**config.mk**
```make
export PLATFORM = sky130hd
export DESIGN_NAME = window_binarize_centroid_unit
export DESIGN_NICKNAME = d
export VERILOG_FILES = /design/src/rtl/wbc_pkg.sv /design/src/rtl/window_binarize_centroid_unit.sv
export SDC_FILE = /design/constraint.sdc
export NUM_CORES = 1
export LEC_CHECK = 0
export BUFFER_PORTS_ARGS = -buffer_cell sky130_fd_sc_hd__buf_4
export CAP_MARGIN = 20
export CORE_MARGIN = 5
export CORE_UTILIZATION = 42
export DETAILED_ROUTE_END_ITERATION = 6
export GPL_TIMING_DRIVEN = 0
export PLACE_DENSITY = 0.6
export SKIP_CTS_REPAIR_TIMING = 1
export SYNTH_ARGS = -nofsm -noshare
export SYNTH_HDL_FRONTEND = slang
export SYNTH_SLANG_ARGS = --single-unit
export TNS_END_PERCENT = 50
```
**constraint.sdc**
```tcl
create_clock -name i_clk -period 17.21 [get_ports i_clk]
set_input_delay 0.8605 -clock i_clk [delete_from_list [all_inputs] [get_ports i_clk]]
set_output_delay 0.8605 -clock i_clk [all_outputs]
set_load 0.02 [all_outputs]
```
**src/rtl/wbc_pkg.sv**
```systemverilog
// Package for the window binarize and centroid unit.
// Holds configuration register indexes, reset values and result codes.
// No dependencies.
package wbc_pkg;

    // Width of the configuration index and data on the register port.
    localparam int CFG_IDX_W  = 3;
    localparam int CFG_DATA_W = 11;

    // Configuration register indexes.
    localparam logic [CFG_IDX_W-1:0] CFG_THRESHOLD     = 3'd0;
    localparam logic [CFG_IDX_W-1:0] CFG_WINDOW_LEFT   = 3'd1;
    localparam logic [CFG_IDX_W-1:0] CFG_WINDOW_TOP    = 3'd2;
    localparam logic [CFG_IDX_W-1:0] CFG_WINDOW_WIDTH  = 3'd3;
    localparam logic [CFG_IDX_W-1:0] CFG_WINDOW_HEIGHT = 3'd4;
    localparam logic [CFG_IDX_W-1:0] CFG_FRAME_WIDTH   = 3'd5;
    localparam logic [CFG_IDX_W-1:0] CFG_EMIT_BINARY   = 3'd6;

    // Register values after reset.
    localparam logic [7:0]  RST_THRESHOLD     = 8'd180;
    localparam logic [9:0]  RST_WINDOW_LEFT   = 10'd0;
    localparam logic [9:0]  RST_WINDOW_TOP    = 10'd0;
    localparam logic [10:0] RST_WINDOW_WIDTH  = 11'd248;
    localparam logic [10:0] RST_WINDOW_HEIGHT = 11'd240;
    localparam logic [10:0] RST_FRAME_WIDTH   = 11'd320;
    localparam logic        RST_EMIT_BINARY   = 1'b1;

    // Result kinds.
    localparam logic KIND_BINARY  = 1'b0;
    localparam logic KIND_SUMMARY = 1'b1;

    // Pixel words for white and black.
    localparam logic [15:0] PIXEL_WHITE = 16'hFFFF;
    localparam logic [15:0] PIXEL_BLACK = 16'h0000;

    // Field widths of the result word.
    localparam int COUNT_W = 21;
    localparam int CENT_W  = 19;
    localparam int SUM_W   = 32;

    // Largest centroid value; larger quotients saturate to it.
    localparam logic [CENT_W-1:0] CENT_MAX = 19'd262143;

    // Width of window geometry arithmetic: holds left plus width and frame sizes.
    localparam int GEO_W = 14;

    // Smallest window area that still yields a centroid.
    localparam logic [2*GEO_W-1:0] MIN_AREA = 28'd8;

endpackage

```
**src/rtl/window_binarize_centroid_unit.sv**
```systemverilog
// Top level of the window binarize and centroid unit.
// Depends on wbc_pkg for register indexes, reset values and result codes.
//
//  channel   direction  signals                               payload
//  -------   ---------  ------------------------------------  -----------------------------
//  input     in         i_in_valid / o_in_stall               i_pixel_word, i_frame_start
//  result    out        o_out_valid / i_out_stall             o_result_kind .. o_last
//  config    in         i_cfg_valid / o_cfg_ready             i_cfg_index, i_cfg_data
//
// A pixel word is accepted, and a new word can follow in the next cycle
// whenever the result register is empty or is being emptied in the same cycle.
// The word that closes the crop window starts the centroid division: one shared
// restoring divider works one quotient bit per cycle, first for x and then for y,
// and the input stays stalled until both divisions are done and the summary word
// is loaded, which can wait on a stalled result channel. Without a division
// (no white pixel or a tiny window) the input stalls until the summary is loaded.
// Reset is synchronous and active low; it restores the register defaults and
// clears the frame position, sums and count.
module window_binarize_centroid_unit
    import wbc_pkg::*;
#(
    parameter int MAX_FRAME_WIDTH  = 1024,
    parameter int MAX_FRAME_HEIGHT = 1024,
    parameter int FRACTION_BITS    = 8
) (
    input  logic                     i_clk,
    input  logic                     i_rst_n,

    input  logic                     i_in_valid,
    output logic                     o_in_stall,
    input  logic [15:0]              i_pixel_word,
    input  logic                     i_frame_start,

    output logic                     o_out_valid,
    input  logic                     i_out_stall,
    output logic                     o_result_kind,
    output logic [15:0]              o_binary_pixel,
    output logic [COUNT_W-1:0]       o_white_count,
    output logic signed [CENT_W-1:0] o_centroid_x,
    output logic signed [CENT_W-1:0] o_centroid_y,
    output logic                     o_last,

    input  logic                     i_cfg_valid,
    output logic                     o_cfg_ready,
    input  logic [CFG_IDX_W-1:0]     i_cfg_index,
    input  logic [CFG_DATA_W-1:0]    i_cfg_data
);

    // Column and row counter widths follow from the frame size limits.
    localparam int COL_W = $clog2(MAX_FRAME_WIDTH);
    localparam int ROW_W = (MAX_FRAME_HEIGHT > 1) ? $clog2(MAX_FRAME_HEIGHT) : 1;
    // The dividend is the sum shifted up by the fraction bits.
    localparam int DVD_W = SUM_W + FRACTION_BITS;
    localparam int STEP_W = $clog2(DVD_W);
    localparam logic [STEP_W-1:0] STEP_LAST = STEP_W'(DVD_W - 1);
    localparam logic [GEO_W-1:0] MAX_FW_G = GEO_W'(MAX_FRAME_WIDTH);
    localparam logic [GEO_W-1:0] MAX_FH_G = GEO_W'(MAX_FRAME_HEIGHT);
    // The "no centroid" value is -1.0 in the chosen fixed-point format.
    localparam logic [CENT_W-1:0] CENT_NONE = (~{CENT_W{1'b0}}) << FRACTION_BITS;

    typedef enum logic [1:0] {
        S_IDLE,
        S_DIV,
        S_SUM
    } t_state;

    // Configuration registers.
    logic [7:0]  r_threshold;
    logic [9:0]  r_win_left;
    logic [9:0]  r_win_top;
    logic [10:0] r_win_width;
    logic [10:0] r_win_height;
    logic [10:0] r_frame_width;
    logic        r_emit_binary;

    // Sequencer and frame state.
    t_state             r_state, n_state;
    logic [COL_W-1:0]   r_col, n_col;
    logic [ROW_W-1:0]   r_row, n_row;
    logic [SUM_W-1:0]   r_sum_x, n_sum_x;
    logic [SUM_W-1:0]   r_sum_y, n_sum_y;
    logic [COUNT_W-1:0] r_white, n_white;
    logic               r_done, n_done;
    logic               r_none, n_none;

    // Shared divider.
    logic [DVD_W-1:0]   r_dvd, n_dvd;
    logic [COUNT_W-1:0] r_rem, n_rem;
    logic [STEP_W-1:0]  r_step, n_step;
    logic               r_div_y, n_div_y;
    logic [CENT_W-1:0]  r_cent_x, n_cent_x;
    logic [CENT_W-1:0]  r_cent_y, n_cent_y;

    // Result register.
    logic               r_out_valid, n_out_valid;
    logic               r_out_kind, n_out_kind;
    logic [15:0]        r_out_pixel, n_out_pixel;
    logic [COUNT_W-1:0] r_out_count, n_out_count;
    logic [CENT_W-1:0]  r_out_cx, n_out_cx;
    logic [CENT_W-1:0]  r_out_cy, n_out_cy;
    logic               r_out_last, n_out_last;

    logic in_accept;
    logic slot_free;

    // Window geometry, taken from the live configuration.
    logic [GEO_W-1:0]   fw_g, left_g, top_g, right_raw, bottom_raw, right_g, bottom_g;
    logic [GEO_W-1:0]   span_w, span_h;
    logic [2*GEO_W-1:0] area;
    logic               empty_win, small_win;

    // Per-word decisions, after a frame start has cleared the frame state.
    logic [COL_W-1:0]   cur_col;
    logic [ROW_W-1:0]   cur_row;
    logic [SUM_W-1:0]   cur_sum_x, cur_sum_y;
    logic [COUNT_W-1:0] cur_white;
    logic               cur_done;
    logic [GEO_W-1:0]   col_g, row_g, col_inc, row_inc, dx, dy;
    logic               in_window, is_white, is_end, take_pixel, send_binary, send_summary;
    logic [SUM_W-1:0]   upd_sum_x;
    logic [COUNT_W-1:0] upd_white;

    // One divider step.
    logic [COUNT_W:0]   rem_shift;
    logic               rem_ge;
    logic [DVD_W-1:0]   quotient;
    logic [CENT_W-1:0]  quot_sat;

    // ------------------------------------------------------------------
    // Configuration port. Writes arrive only while the unit is idle.
    // ------------------------------------------------------------------
    assign o_cfg_ready = (r_state == S_IDLE);

    always_ff @(posedge i_clk) begin
        if (!i_rst_n) begin
            r_threshold   <= RST_THRESHOLD;
            r_win_left    <= RST_WINDOW_LEFT;
            r_win_top     <= RST_WINDOW_TOP;
            r_win_width   <= RST_WINDOW_WIDTH;
            r_win_height  <= RST_WINDOW_HEIGHT;
            r_frame_width <= RST_FRAME_WIDTH;
            r_emit_binary <= RST_EMIT_BINARY;
        end else if (i_cfg_valid && o_cfg_ready) begin
            case (i_cfg_index)
                CFG_THRESHOLD:     r_threshold   <= i_cfg_data[7:0];
                CFG_WINDOW_LEFT:   r_win_left    <= i_cfg_data[9:0];
                CFG_WINDOW_TOP:    r_win_top     <= i_cfg_data[9:0];
                CFG_WINDOW_WIDTH:  r_win_width   <= i_cfg_data;
                CFG_WINDOW_HEIGHT: r_win_height  <= i_cfg_data;
                CFG_FRAME_WIDTH:   r_frame_width <= i_cfg_data;
                CFG_EMIT_BINARY:   r_emit_binary <= i_cfg_data[0];
                default: ;
            endcase
        end
    end

    // ------------------------------------------------------------------
    // Handshakes. The result register is free when empty or being taken.
    // ------------------------------------------------------------------
    assign slot_free  = !r_out_valid || !i_out_stall;
    assign o_in_stall = (r_state != S_IDLE) || !slot_free;
    assign in_accept  = i_in_valid && !o_in_stall;

    // ------------------------------------------------------------------
    // Window geometry. The right edge is clipped to the frame width and the
    // bottom edge to the frame height limit; the width is rounded down to a
    // multiple of eight. A zero or oversized frame width means the maximum.
    // ------------------------------------------------------------------
    always_comb begin
        fw_g = GEO_W'(r_frame_width);
        if (fw_g == '0 || fw_g > MAX_FW_G) begin
            fw_g = MAX_FW_G;
        end
        left_g     = GEO_W'(r_win_left);
        top_g      = GEO_W'(r_win_top);
        right_raw  = left_g + GEO_W'({r_win_width[10:3], 3'b000});
        bottom_raw = top_g + GEO_W'(r_win_height);
        right_g    = (right_raw > fw_g) ? fw_g : right_raw;
        bottom_g   = (bottom_raw > MAX_FH_G) ? MAX_FH_G : bottom_raw;
        empty_win  = (right_g <= left_g) || (bottom_g <= top_g);
        span_w     = empty_win ? '0 : right_g - left_g;
        span_h     = empty_win ? '0 : bottom_g - top_g;
        area       = span_w * span_h;
        small_win  = (area < MIN_AREA);
    end

    // ------------------------------------------------------------------
    // Pixel classification for the word on the input.
    // ------------------------------------------------------------------
    always_comb begin
        cur_col   = i_frame_start ? '0 : r_col;
        cur_row   = i_frame_start ? '0 : r_row;
        cur_sum_x = i_frame_start ? '0 : r_sum_x;
        cur_sum_y = i_frame_start ? '0 : r_sum_y;
        cur_white = i_frame_start ? '0 : r_white;
        cur_done  = i_frame_start ? 1'b0 : r_done;

        col_g = GEO_W'(cur_col);
        row_g = GEO_W'(cur_row);
        dx    = col_g - left_g;
        dy    = row_g - top_g;

        in_window = (col_g >= left_g) && (col_g < right_g) &&
                    (row_g >= top_g) && (row_g < bottom_g);
        is_white  = (i_pixel_word[7:0] >= r_threshold);
        is_end    = (col_g == right_g - GEO_W'(1)) && (row_g == bottom_g - GEO_W'(1));

        take_pixel   = !cur_done && !empty_win && in_window;
        send_binary  = take_pixel && r_emit_binary;
        send_summary = !cur_done && (empty_win || (in_window && is_end));

        upd_white = cur_white;
        upd_sum_x = cur_sum_x;
        n_sum_y   = cur_sum_y;
        if (take_pixel && is_white) begin
            upd_white = cur_white + COUNT_W'(1);
            upd_sum_x = cur_sum_x + SUM_W'(dx);
            n_sum_y   = cur_sum_y + SUM_W'(dy);
        end

        col_inc = col_g + GEO_W'(1);
        row_inc = row_g + GEO_W'(1);
    end

    // ------------------------------------------------------------------
    // Divider step: restoring division, one quotient bit per cycle. The
    // quotient bits shift into the dividend register from below.
    // ------------------------------------------------------------------
    always_comb begin
        rem_shift = {r_rem, r_dvd[DVD_W-1]};
        rem_ge    = (rem_shift >= {1'b0, r_white});
        quotient  = {r_dvd[DVD_W-2:0], rem_ge};
        quot_sat  = (|quotient[DVD_W-1:CENT_W-1]) ? CENT_MAX
                                                  : CENT_W'(quotient[CENT_W-2:0]);
    end

    // ------------------------------------------------------------------
    // Sequencer.
    // ------------------------------------------------------------------
    always_comb begin
        n_state     = r_state;
        n_col       = r_col;
        n_row       = r_row;
        n_sum_x     = r_sum_x;
        n_white     = r_white;
        n_done      = r_done;
        n_none      = r_none;
        n_dvd       = r_dvd;
        n_rem       = r_rem;
        n_step      = r_step;
        n_div_y     = r_div_y;
        n_cent_x    = r_cent_x;
        n_cent_y    = r_cent_y;
        n_out_valid = r_out_valid && i_out_stall;
        n_out_kind  = r_out_kind;
        n_out_pixel = r_out_pixel;
        n_out_count = r_out_count;
        n_out_cx    = r_out_cx;
        n_out_cy    = r_out_cy;
        n_out_last  = r_out_last;

        case (r_state)
            S_IDLE: begin
                if (in_accept) begin
                    n_white = upd_white;
                    n_sum_x = upd_sum_x;
                    n_done  = cur_done || send_summary;

                    // Advance the frame position; the row wraps at the height limit.
                    if (col_inc >= fw_g) begin
                        n_col = '0;
                        n_row = (row_inc >= MAX_FH_G) ? '0 : ROW_W'(row_inc);
                    end else begin
                        n_col = COL_W'(col_inc);
                        n_row = cur_row;
                    end

                    if (send_binary) begin
                        n_out_valid = 1'b1;
                        n_out_kind  = KIND_BINARY;
                        n_out_pixel = is_white ? PIXEL_WHITE : PIXEL_BLACK;
                        n_out_count = '0;
                        n_out_cx    = '0;
                        n_out_cy    = '0;
                        n_out_last  = !send_summary;
                    end

                    if (send_summary) begin
                        n_none  = small_win || (upd_white == '0);
                        n_dvd   = DVD_W'(upd_sum_x) << FRACTION_BITS;
                        n_rem   = '0;
                        n_step  = '0;
                        n_div_y = 1'b0;
                        n_state = (small_win || (upd_white == '0)) ? S_SUM : S_DIV;
                    end
                end
            end

            S_DIV: begin
                n_dvd = quotient;
                n_rem = COUNT_W'(rem_ge ? rem_shift - {1'b0, r_white} : rem_shift);
                if (r_step == STEP_LAST) begin
                    n_step = '0;
                    if (!r_div_y) begin
                        // x is done; restart the divider on the y sum.
                        n_cent_x = quot_sat;
                        n_dvd    = DVD_W'(r_sum_y) << FRACTION_BITS;
                        n_rem    = '0;
                        n_div_y  = 1'b1;
                    end else begin
                        n_cent_y = quot_sat;
                        n_state  = S_SUM;
                    end
                end else begin
                    n_step = r_step + STEP_W'(1);
                end
            end

            S_SUM: begin
                if (slot_free) begin
                    n_out_valid = 1'b1;
                    n_out_kind  = KIND_SUMMARY;
                    n_out_pixel = PIXEL_BLACK;
                    n_out_count = r_none ? '0 : r_white;
                    n_out_cx    = r_none ? CENT_NONE : r_cent_x;
                    n_out_cy    = r_none ? CENT_NONE : r_cent_y;
                    n_out_last  = 1'b1;
                    n_state     = S_IDLE;
                end
            end

            default: begin
                n_state = S_IDLE;
            end
        endcase
    end

    always_ff @(posedge i_clk) begin
        if (!i_rst_n) begin
            r_state     <= S_IDLE;
            r_col       <= '0;
            r_row       <= '0;
            r_sum_x     <= '0;
            r_sum_y     <= '0;
            r_white     <= '0;
            r_done      <= 1'b0;
            r_out_valid <= 1'b0;
        end else begin
            r_state     <= n_state;
            r_col       <= n_col;
            r_row       <= n_row;
            r_sum_x     <= n_sum_x;
            if (r_state == S_IDLE && in_accept) begin
                r_sum_y <= n_sum_y;
            end
            r_white     <= n_white;
            r_done      <= n_done;
            r_out_valid <= n_out_valid;
        end
        r_none      <= n_none;
        r_dvd       <= n_dvd;
        r_rem       <= n_rem;
        r_step      <= n_step;
        r_div_y     <= n_div_y;
        r_cent_x    <= n_cent_x;
        r_cent_y    <= n_cent_y;
        r_out_kind  <= n_out_kind;
        r_out_pixel <= n_out_pixel;
        r_out_count <= n_out_count;
        r_out_cx    <= n_out_cx;
        r_out_cy    <= n_out_cy;
        r_out_last  <= n_out_last;
    end

    assign o_out_valid    = r_out_valid;
    assign o_result_kind  = r_out_kind;
    assign o_binary_pixel = r_out_pixel;
    assign o_white_count  = r_out_count;
    assign o_centroid_x   = $signed(r_out_cx);
    assign o_centroid_y   = $signed(r_out_cy);
    assign o_last         = r_out_last;

`ifndef NO_ASSERTIONS
    // The divider only runs with a nonzero white count as divisor.
    a_div_nonzero: assert property (@(posedge i_clk) disable iff (!i_rst_n)
        (r_state == S_DIV) |-> (r_white != '0))
        else $error("divider running with zero divisor");

    // While a summary is being built, this frame's summary is already marked sent.
    a_done_marked: assert property (@(posedge i_clk) disable iff (!i_rst_n)
        (r_state == S_DIV || r_state == S_SUM) |-> r_done)
        else $error("summary pending without window_done set");

    // A summary word is always the final word of its input word.
    a_summary_last: assert property (@(posedge i_clk) disable iff (!i_rst_n)
        (o_out_valid && o_result_kind == KIND_SUMMARY) |-> o_last)
        else $error("summary word without last");

    // Leaving the summary state always loads a summary word into the result register.
    a_summary_loaded: assert property (@(posedge i_clk) disable iff (!i_rst_n)
        (r_state == S_SUM && slot_free) |=>
            (o_out_valid && o_result_kind == KIND_SUMMARY && r_state == S_IDLE))
        else $error("summary state left without a summary word");
`endif

endmodule

```
## After elaboration in Yosys (flattened, before gate mapping)

Index checks and enable logic that the tools add are counted.

- Add/sub/neg operators: 15
- Multipliers: 1
- $lt $le $gt $ge: 14
- Eq/ne operators: 17
- Muxes and demuxes: 73
- Bitwise logic cells: 1
- Reduce and logical (&&, ||, !) cells: 51

Operator list:

| cell | number |
|---|---|
| 2-to-1 mux 21 bit | 11 |
| 2-to-1 mux 40 bit | 4 |
| 2-to-1 mux 32 bit | 4 |
| 2-to-1 mux 19 bit | 6 |
| one-hot mux 21 bit (2 select lines) | 2 |
| one-hot mux 40 bit (2 select lines) | 1 |
| one-hot mux 19 bit (2 select lines) | 2 |
| adder 32 x 14 -> 32 bit | 2 |
| 2-to-1 mux 16 bit | 4 |
| 2-to-1 mux 10 bit | 5 |
| 2-to-1 mux 14 bit | 3 |
| one-hot mux 16 bit (2 select lines) | 1 |
| == test 10 x 14 -> 1 bit | 2 |
| less-than comparator 28 x 4 -> 1 bit (second input constant) | 1 |
| multiplier 14 x 14 -> 28 bit | 1 |
| adder 10 x 11 -> 12 bit | 2 |
| adder 10 x 1 -> 11 bit (second input constant) | 2 |
| >= comparator 22 x 21 -> 1 bit | 1 |
| OR reduction 22 bit | 1 |
| subtractor 10 x 10 -> 11 bit | 2 |
| adder 21 x 1 -> 21 bit (second input constant) | 1 |
| logical NOT 21 bit | 1 |
| subtractor 21 bit | 1 |
| >= comparator 10 bit | 2 |
| other kinds (44) | 110 |

- Bits in registers: 355
- Output and inout bits: 80
- Logic and storage cells: 200

## Longest topological paths before layout

Gate-level depths: netlist (run 1).

- Depth after elaboration: 18
- Mapped depth: 54

## Worst setup path after synthesis (run 1)

No wires, ideal clock.

- Path type: register to register
- Start: register r_win_left[3]
- End: register r_state[1]
- Arrival time: 13.056 ns
- Slack: 4.092 ns
- Stages on the path, launching flop included: 53
- Path buffers: 7
- Clock period less this slack: 13.118 ns
- Path through: dfxtp_1 ha_1 fa_1 and3_1 o21a_1 or4_1 nand3_1 ha_1 a21o_1 a221oi_1 o211ai_1 a21oi_1 buf_1 clkbuf_1 clkbuf_1 nor2_1 a21oi_1 inv_1 [... 17 more ...] fa_1 inv_1 fa_1 inv_1 ha_1 clkbuf_1 a21o_1 a21oi_1 nor2b_1 a311o_1 a2111oi_0 o31ai_1 a2111oi_0 o22ai_1 nor3_1 nand4_1 o221ai_1 o311a_1

- Word-level cells in the longest chain between the ends: 16
- Elaborated cells between the ends (all ways): 34

RTL lines:

| element | RTL line | text |
|---|---|---|
| from (decl) | window_binarize_centroid_unit.sv:69 | `logic [9:0] r_win_left;` |
| from (signal assigned) | window_binarize_centroid_unit.sv:146 | `CFG_WINDOW_LEFT: r_win_left <= i_cfg_data[9:0];` |
| parallel branches: the longest is 16 deep, another holds multiplier 14 x 14 -> 28 bit | - |  |
| to (signal assigned) | window_binarize_centroid_unit.sv:349 | `r_state <= n_state;` |
| to (decl) | window_binarize_centroid_unit.sv:77 | `t_state r_state, n_state;` |

Parallel ways; which one is timed is not known. The select of a mux whose other input is x is not followed.
A chain may end at the register's enable or synchronous reset.

## Final worst setup path (run 1)

- Start: register r_win_top[0]
- End: register r_state[1]

- Word-level cells in the longest chain between the ends: 16
- Elaborated cells between the ends (all ways): 33

RTL lines:

| element | RTL line | text |
|---|---|---|
| from (decl) | window_binarize_centroid_unit.sv:70 | `logic [9:0] r_win_top;` |
| from (signal assigned) | window_binarize_centroid_unit.sv:147 | `CFG_WINDOW_TOP: r_win_top <= i_cfg_data[9:0];` |
| parallel branches: the longest is 16 deep, another holds multiplier 14 x 14 -> 28 bit | - |  |

Parallel ways; which one is timed is not known. The select of a mux whose other input is x is not followed.

==> results of run 1 <==
-- cells by family after synthesis --
family          count (synthesis)  synth area share [%]
compound gates                697                  15.3
fa+ha+maj                     403                  20.9
simple gates                 1340                  21.5
mux                            77                  2.68
buf+inv                       472                  6.26
other cells                     2                0.0255
flops                         334                  28.4
xor+xnor                      164                  4.88
-- routing by layer --
metal	GRT usage [%]	vias to the layer above	part of all wire [%]
li1	-	12524	-
met1	35.9	12337	46
met2	37.5	1000	43
met3	4.09	167	8.2
met4	7.73	2	3.2
met5	0	-	0.013
-- critical path: cells and delay by family, from the launching register on --
family	cells	cell delay [ns]
AOI/OAI and AO/OA	19	6.55
buffers and inverters	11	2.76
DFF	1	0.42
adders and majority gates	10	4.46
and+or+nand+nor	7	2.18
-- cells in the final DEF (no fill, tap or decap), types with 26 or more instances in the layout --
master and instances:
nor2_1 407, nand2_1 363, inv_1 301, ha_1 254, a21oi_1 200, dfxtp_1 168, edfxtp_1 166, fa_1 149
clkbuf_1 145, o21ai_0 132, buf_4 128, xnor2_1 107, nand3_1 102, nor3_1 94, and3_1 71, mux2i_1 71
nor2b_1 70, xor2_1 57, a21o_1 49, nand2b_1 48, a22oi_1 39, clkbuf_16 39, nand4_1 37, a31oi_1 36
o21bai_1 30, and2_1 29, conb_1 28, o211ai_1 27, o21a_1 26
-- through the flow --
stage               area (um^2)  hold slack [ns]
finish                    33000            0.463
global route              33000            0.493
CTS                       33000            0.464
detailed placement        31700            0.456
global placement          31500            0.454
floorplan                 29500            0.440
-- sequential cells by signal, indices dropped and copies added, names as in the netlist, 2 cells and up --
register,cells
r_win_width,8
o_centroid_x,18
o_white_count,21
r_win_left,10
r_win_height,11
r_frame_width,11
r_state,2
r_sum_y,32
r_cent_y,18
r_row,10
r_sum_x,32
r_rem,21
r_cent_x,18
r_win_top,10
o_centroid_y,19
r_step,6
r_threshold,8
r_dvd,40
r_col,10
r_white,21
-- worst max path at each step --
| stage | from | slack, ns | depth (start not counted) | end |
|---|---|---|---|---|
| 2_1_floorplan | r_win_left[3] | 4.09 | 52 | r_state[1] |
| 3_3_place_gp | r_win_top[0] | 0.58 | 46 | r_state[1] |
| 3_5_place_dp | r_win_top[0] | 0.59 | 47 | r_state[1] |
| 4_1_cts | r_win_top[0] | 0.58 | 47 | r_state[1] |
| 5_1_grt | r_win_left[3] | 0.09 | 52 | r_state[1] |
| 6_report | r_win_top[0] | 0.77 | 47 | r_state[1] |
-- layout make-up --
type	count	area, um^2	share of cell area, %
inverter	305	1140	3.47
tap	940	1180	3.56
clock buffer	55	1120	3.38
timing repair buffer	123	963	2.92
sequential	334	8350	25.3
multi-input combinational	2709	19400	58.7
clock inverter	17	200	0.607
buffer	167	696	2.11
==> results_dict.tcl, run 1 <==
set metrics [dict create \
    root_buffer "clkbuf_16" \
    period_share_pct 95.6 \
    post-route-drc-count 4 \
    layout_setup_ws_ns 0.765 \
    grt.total_usage_pct 24.6 \
    yosys.area.top_type "edfxtp_1" \
    status "finished, violations left" \
    insertion_delay_ns 0.59 \
    r2r-start "r_win_top[0]" \
    fin_cells 4650 \
    dr.pass1.iters 7 \
    drt_wl_total_um 95300 \
    fillCellCount 6865 \
    max_freq_ghz 0.0608 \
    place_ws_ns 0.591 \
    drt-initial-drc-count 2316 \
    synthDistinctLibCells 84 \
    relSlewSlack_pct 17.2 \
    cp-end-kind "flop" \
    place_inst 4575 \
    worst_pin_slew_ns 1.24 \
    violations "design-rule violations" \
    die_w_um 275 \
    min_to "r_white[19]" \
    critPathMaxFanout 10 \
    numPortBuffers 106 \
    avgViaCountPerCell 5.60 \
    wl_per_cell_um 20.5 \
    netlist_area_um2 29400 \
    final_layout_size_suffix_gt1_share_pct 6.52 \
    synth_top_area_share_pct 16.9 \
    ys_seq_area_share_pct 28.4 \
    max_stage_delay_ns 0.75 \
    yosys_warnings 0 \
    overflow 0 \
    setup_viol 0 \
    cp_common_cell "fa_1" \
    crit_required_ns 17.73 \
    grt_max_degree 68 \
    fin_util_pct 47.3 \
    min-delay-start "r_white[19]" \
    synth_most_common_cell "nor2_1" \
    slew_violations 0 \
    finClkSkew_ns 0.0374 \
    die-area_um2 75400 \
    critPathArrivalTime_ns 16.97 \
    core-area_um2 69800 \
    antenna_found_initial 1 \
    cts_buffers 39 \
    period_minus_slack_ns 16.44 \
    ant_nets 0 \
    gp_congestion 0.998 \
    chipHeight_um 275 \
    clk_pin_slew_ns 0.06 \
    maxCapViolations 0 \
    grt_pass1_vias 24604 \
    synthFlopType "dfxtp_1" \
    io_pins 116 \
    cts_tree "yes" \
    rsz0062_at_grt "no" \
    floorplan.initialDensity_pct 42.1 \
    setup_tns_ns 0 \
    rr_worst_depth 47 \
    dp_hpwl_um 75700 \
    synth_area_per_cell_um2 8.43 \
    critPathKind "flop to flop" \
    synth_commonest_cells "nor2_1 (409), nand2_1 (364), inv_1 (301), ha_1 (254), a21oi_1 (200)" \
    hold_path.class "flop to flop" \
    hold_violations 0 \
    slowest_stage "nor4_1" \
    synth-seq-cells 334 \
    rows 97 \
    synth_edf_count 166 \
    num_vias 26030 \
    grt_pass1_wl_um 146000 \
    synthArstFlopShare_pct 0 \
    cp-start-kind "flop" \
    ctsHtreeMaxLevel 2 \
    synth_area_leaders "edfxtp_1 (17%), dfxtp_1 (11%), ha_1 (11%)" \
    min_path_cells 2 \
    area_growth_pct 12.2 \
    clock-sinks 334 \
    diodes 0 \
    reg2reg_to "r_state[1]" \
    synth_cells 3489 \
    nNetsFinal 4118 \
    clk_path_buf_depth 3 \
    regToRegSetupSlack_ns 0.77 \
]
Power of run 1 is not shown: default switching activity piles up to over one toggle a cycle in this logic, so the estimate is an artifact.
==> run 2, diff against run 1 <==
--- a/config.mk
+++ b/config.mk
@@ -5,13 +5,15 @@
 export SDC_FILE = /design/constraint.sdc
 export NUM_CORES = 1
 export LEC_CHECK = 0
+export ABC_AREA = 1
 export BUFFER_PORTS_ARGS = -buffer_cell sky130_fd_sc_hd__buf_4
 export CAP_MARGIN = 20
+export CORE_ASPECT_RATIO = 1.75
 export CORE_MARGIN = 5
-export CORE_UTILIZATION = 42
+export CORE_UTILIZATION = 64
 export DETAILED_ROUTE_END_ITERATION = 6
 export GPL_TIMING_DRIVEN = 0
-export PLACE_DENSITY = 0.6
+export PLACE_DENSITY = 0.84
 export SKIP_CTS_REPAIR_TIMING = 1
 export SYNTH_ARGS = -nofsm -noshare
 export SYNTH_HDL_FRONTEND = slang
==> run 2 against run 1 <==
Effect of this change: the flow now finishes without violations; die area decreased by 34%; cell area decreased by 3.9%; largest cell class unchanged; register-to-register slack improved by 3.2 ns; first-iteration DRC count shrank 13%.
==> results_dict.tcl, run 2 <==
set metrics [dict create \
    cp-end-kind "flop" \
    critPathKind "flop to flop" \
    slew_violations 0 \
    timing.hold.ws_ns 0.462 \
    fillCellCount 3787 \
    grt_max_degree 44 \
    min_to "r_threshold[1]" \
    post-route-drc-count 0 \
    cp-start-kind "flop" \
    r2r-start "r_win_width[3]" \
    min-delay-start "r_threshold[1]" \
    yosys.area.top_type "edfxtp_1" \
    core-area_um2 45100 \
    synth-seq-cells 334 \
    fin_util_pct 70.3 \
    antenna_found_initial 4 \
    synth_most_common_cell "nand2_1" \
    overflow 0 \
    max_freq_ghz 0.0758 \
    num_vias 27345 \
    die-area_um2 50000 \
    final_layout_size_suffix_gt1_share_pct 6.12 \
    chipHeight_um 292 \
    largest_register_ffs 40 \
    root_buffer "clkbuf_16" \
    setup_viol 0 \
    setup_tns_ns 0 \
    synth_edf_count 166 \
    drt-initial-drc-count 2014 \
    worst-path-buf-inv 11 \
    area_growth_pct 8.99 \
    dp_hpwl_um 75600 \
    clk_pin_slew_ns 0.07 \
    crit_required_ns 17.70 \
    finClkSkew_ns 0.0179 \
    min_path_cells 2 \
    floorplan.initialDensity_pct 64.5 \
    wl_per_cell_um 20.3 \
    synth_commonest_cells "nand2_1 (746), inv_1 (669), nor2_1 (511), a21oi_1 (279), ha_1 (254)" \
    regToRegSetupSlack_ns 4.01 \
    final_common_cell "nand2_1" \
    dr.pass1.iters 6 \
    final_cell_mix "nand2_1 (746), inv_1 (668), nor2_1 (510)" \
    cp_top_family "adder cells" \
    rows 103 \
    synth_cells 3900 \
    critPathMaxFanout 10 \
    grt_pass1_vias 27677 \
    period_minus_slack_ns 13.20 \
    hold_path.class "flop to flop" \
    clk_path_buf_depth 3 \
    top_register "r_dvd" \
    maxCapViolations 0 \
    slowest_stage "fa_1" \
    max_stage_delay_ns 0.61 \
    rr_worst_depth 62 \
    clock-sinks 334 \
    ctsHtreeMaxLevel 1 \
    grt.total_usage_pct 37.7 \
    reg2reg_to "r_state[0]" \
    nNetsFinal 4506 \
    gp_congestion 1.09 \
    ant_nets 0 \
    synth_area_leaders "edfxtp_1 (17%), dfxtp_1 (12%), ha_1 (11%)" \
    cts_buffers 28 \
    die_w_um 171 \
    synth_area_per_cell_um2 7.46 \
    worst_pin_slew_ns 1.12 \
    critPathArrivalTime_ns 13.68 \
    cts_tree "yes" \
    insertion_delay_ns 0.60 \
    drt_wl_total_um 94900 \
    place_ws_ns 4.29 \
    synth_top_area_share_pct 17.1 \
    synthFlopType "dfxtp_1" \
    grt_pass1_wl_um 145000 \
    relSlewSlack_pct 24.3 \
    yosys_warnings 0 \
    ys_seq_area_share_pct 28.7 \
    synthDistinctLibCells 66 \
    avgViaCountPerCell 5.86 \
    cp_common_cell "nand2_1" \
    netlist_area_um2 29100 \
    rsz0062_at_grt "no" \
    layout_setup_ws_ns 4.01 \
    status "finished, final reports clean" \
    reg_top3 "r_dvd: 40 flops, r_sum_x: 32 flops, r_sum_y: 32 flops" \
    period_share_pct 76.7 \
    synthArstFlopShare_pct 0 \
    io_pins 116 \
    hold_violations 0 \
    numPortBuffers 106 \
]
## run 2: metal layers
layer	vias up	part of all wire, %	track usage [%]
met5	-	0	0
met4	0	14	40.3
met3	607	6.7	8.11
met2	1267	51	67.4
met1	12619	29	31.9
li1	12852	-	-
## run 2: per-stage QoR
stage / instance area (um^2) / instances
final: 31700 / 4669
after global routing: 31700 / 4666
after CTS: 31700 / 4665
after detailed placement: 30800 / 4614
after global placement: 30700 / 4609
after floorplan: 29200 / 3926
## run 2: layout make-up
cell class | count | area, um^2 | share of cell area (%)
buffer | 116 | 539 | 1.70
clock inverter | 13 | 134 | 0.422
multi-input combinational | 2790 | 17700 | 56.0
antenna | 4 | 10.0 | 0.0316
clock buffer | 38 | 758 | 2.39
sequential | 334 | 8350 | 26.3
timing repair buffer | 111 | 876 | 2.76
inverter | 686 | 2580 | 8.14
tap | 577 | 722 | 2.28
## run 2: worst max path at each step
stage                      from    endpoint  slack, ns  cells past startpoint
5_1_grt        r_frame_width[0]  r_state[0]       3.14                     68
4_1_cts          r_win_width[3]  r_state[0]       4.25                     62
3_5_place_dp     r_win_width[3]  r_state[0]       4.29                     62
2_1_floorplan     r_win_left[3]  r_state[0]       7.31                     66
3_3_place_gp     r_win_width[3]  r_state[0]       4.20                     56
6_report         r_win_width[3]  r_state[0]       4.01                     62
## run 2: cells by family (layout without fill, tap and decap cells)
group / count (synthesis) / after routing / synth area share, %
other cells: 2 / 32 / 0.0258
compound gates: 608 / 608 / 11.6
fa+ha+maj: 403 / 403 / 21.2
buf+inv: 802 / 964 / 10.7
simple gates: 1603 / 1603 / 23.3
xor+xnor: 148 / 148 / 4.48
flops: 334 / 334 / 28.7
## run 2: worst min-delay path: stages (launching register included)
cell	delay, ns
dfxtp_1	0.30
inv_1	0.06
a21oi_1	0.06
Power of run 2 is left out for the same reason.
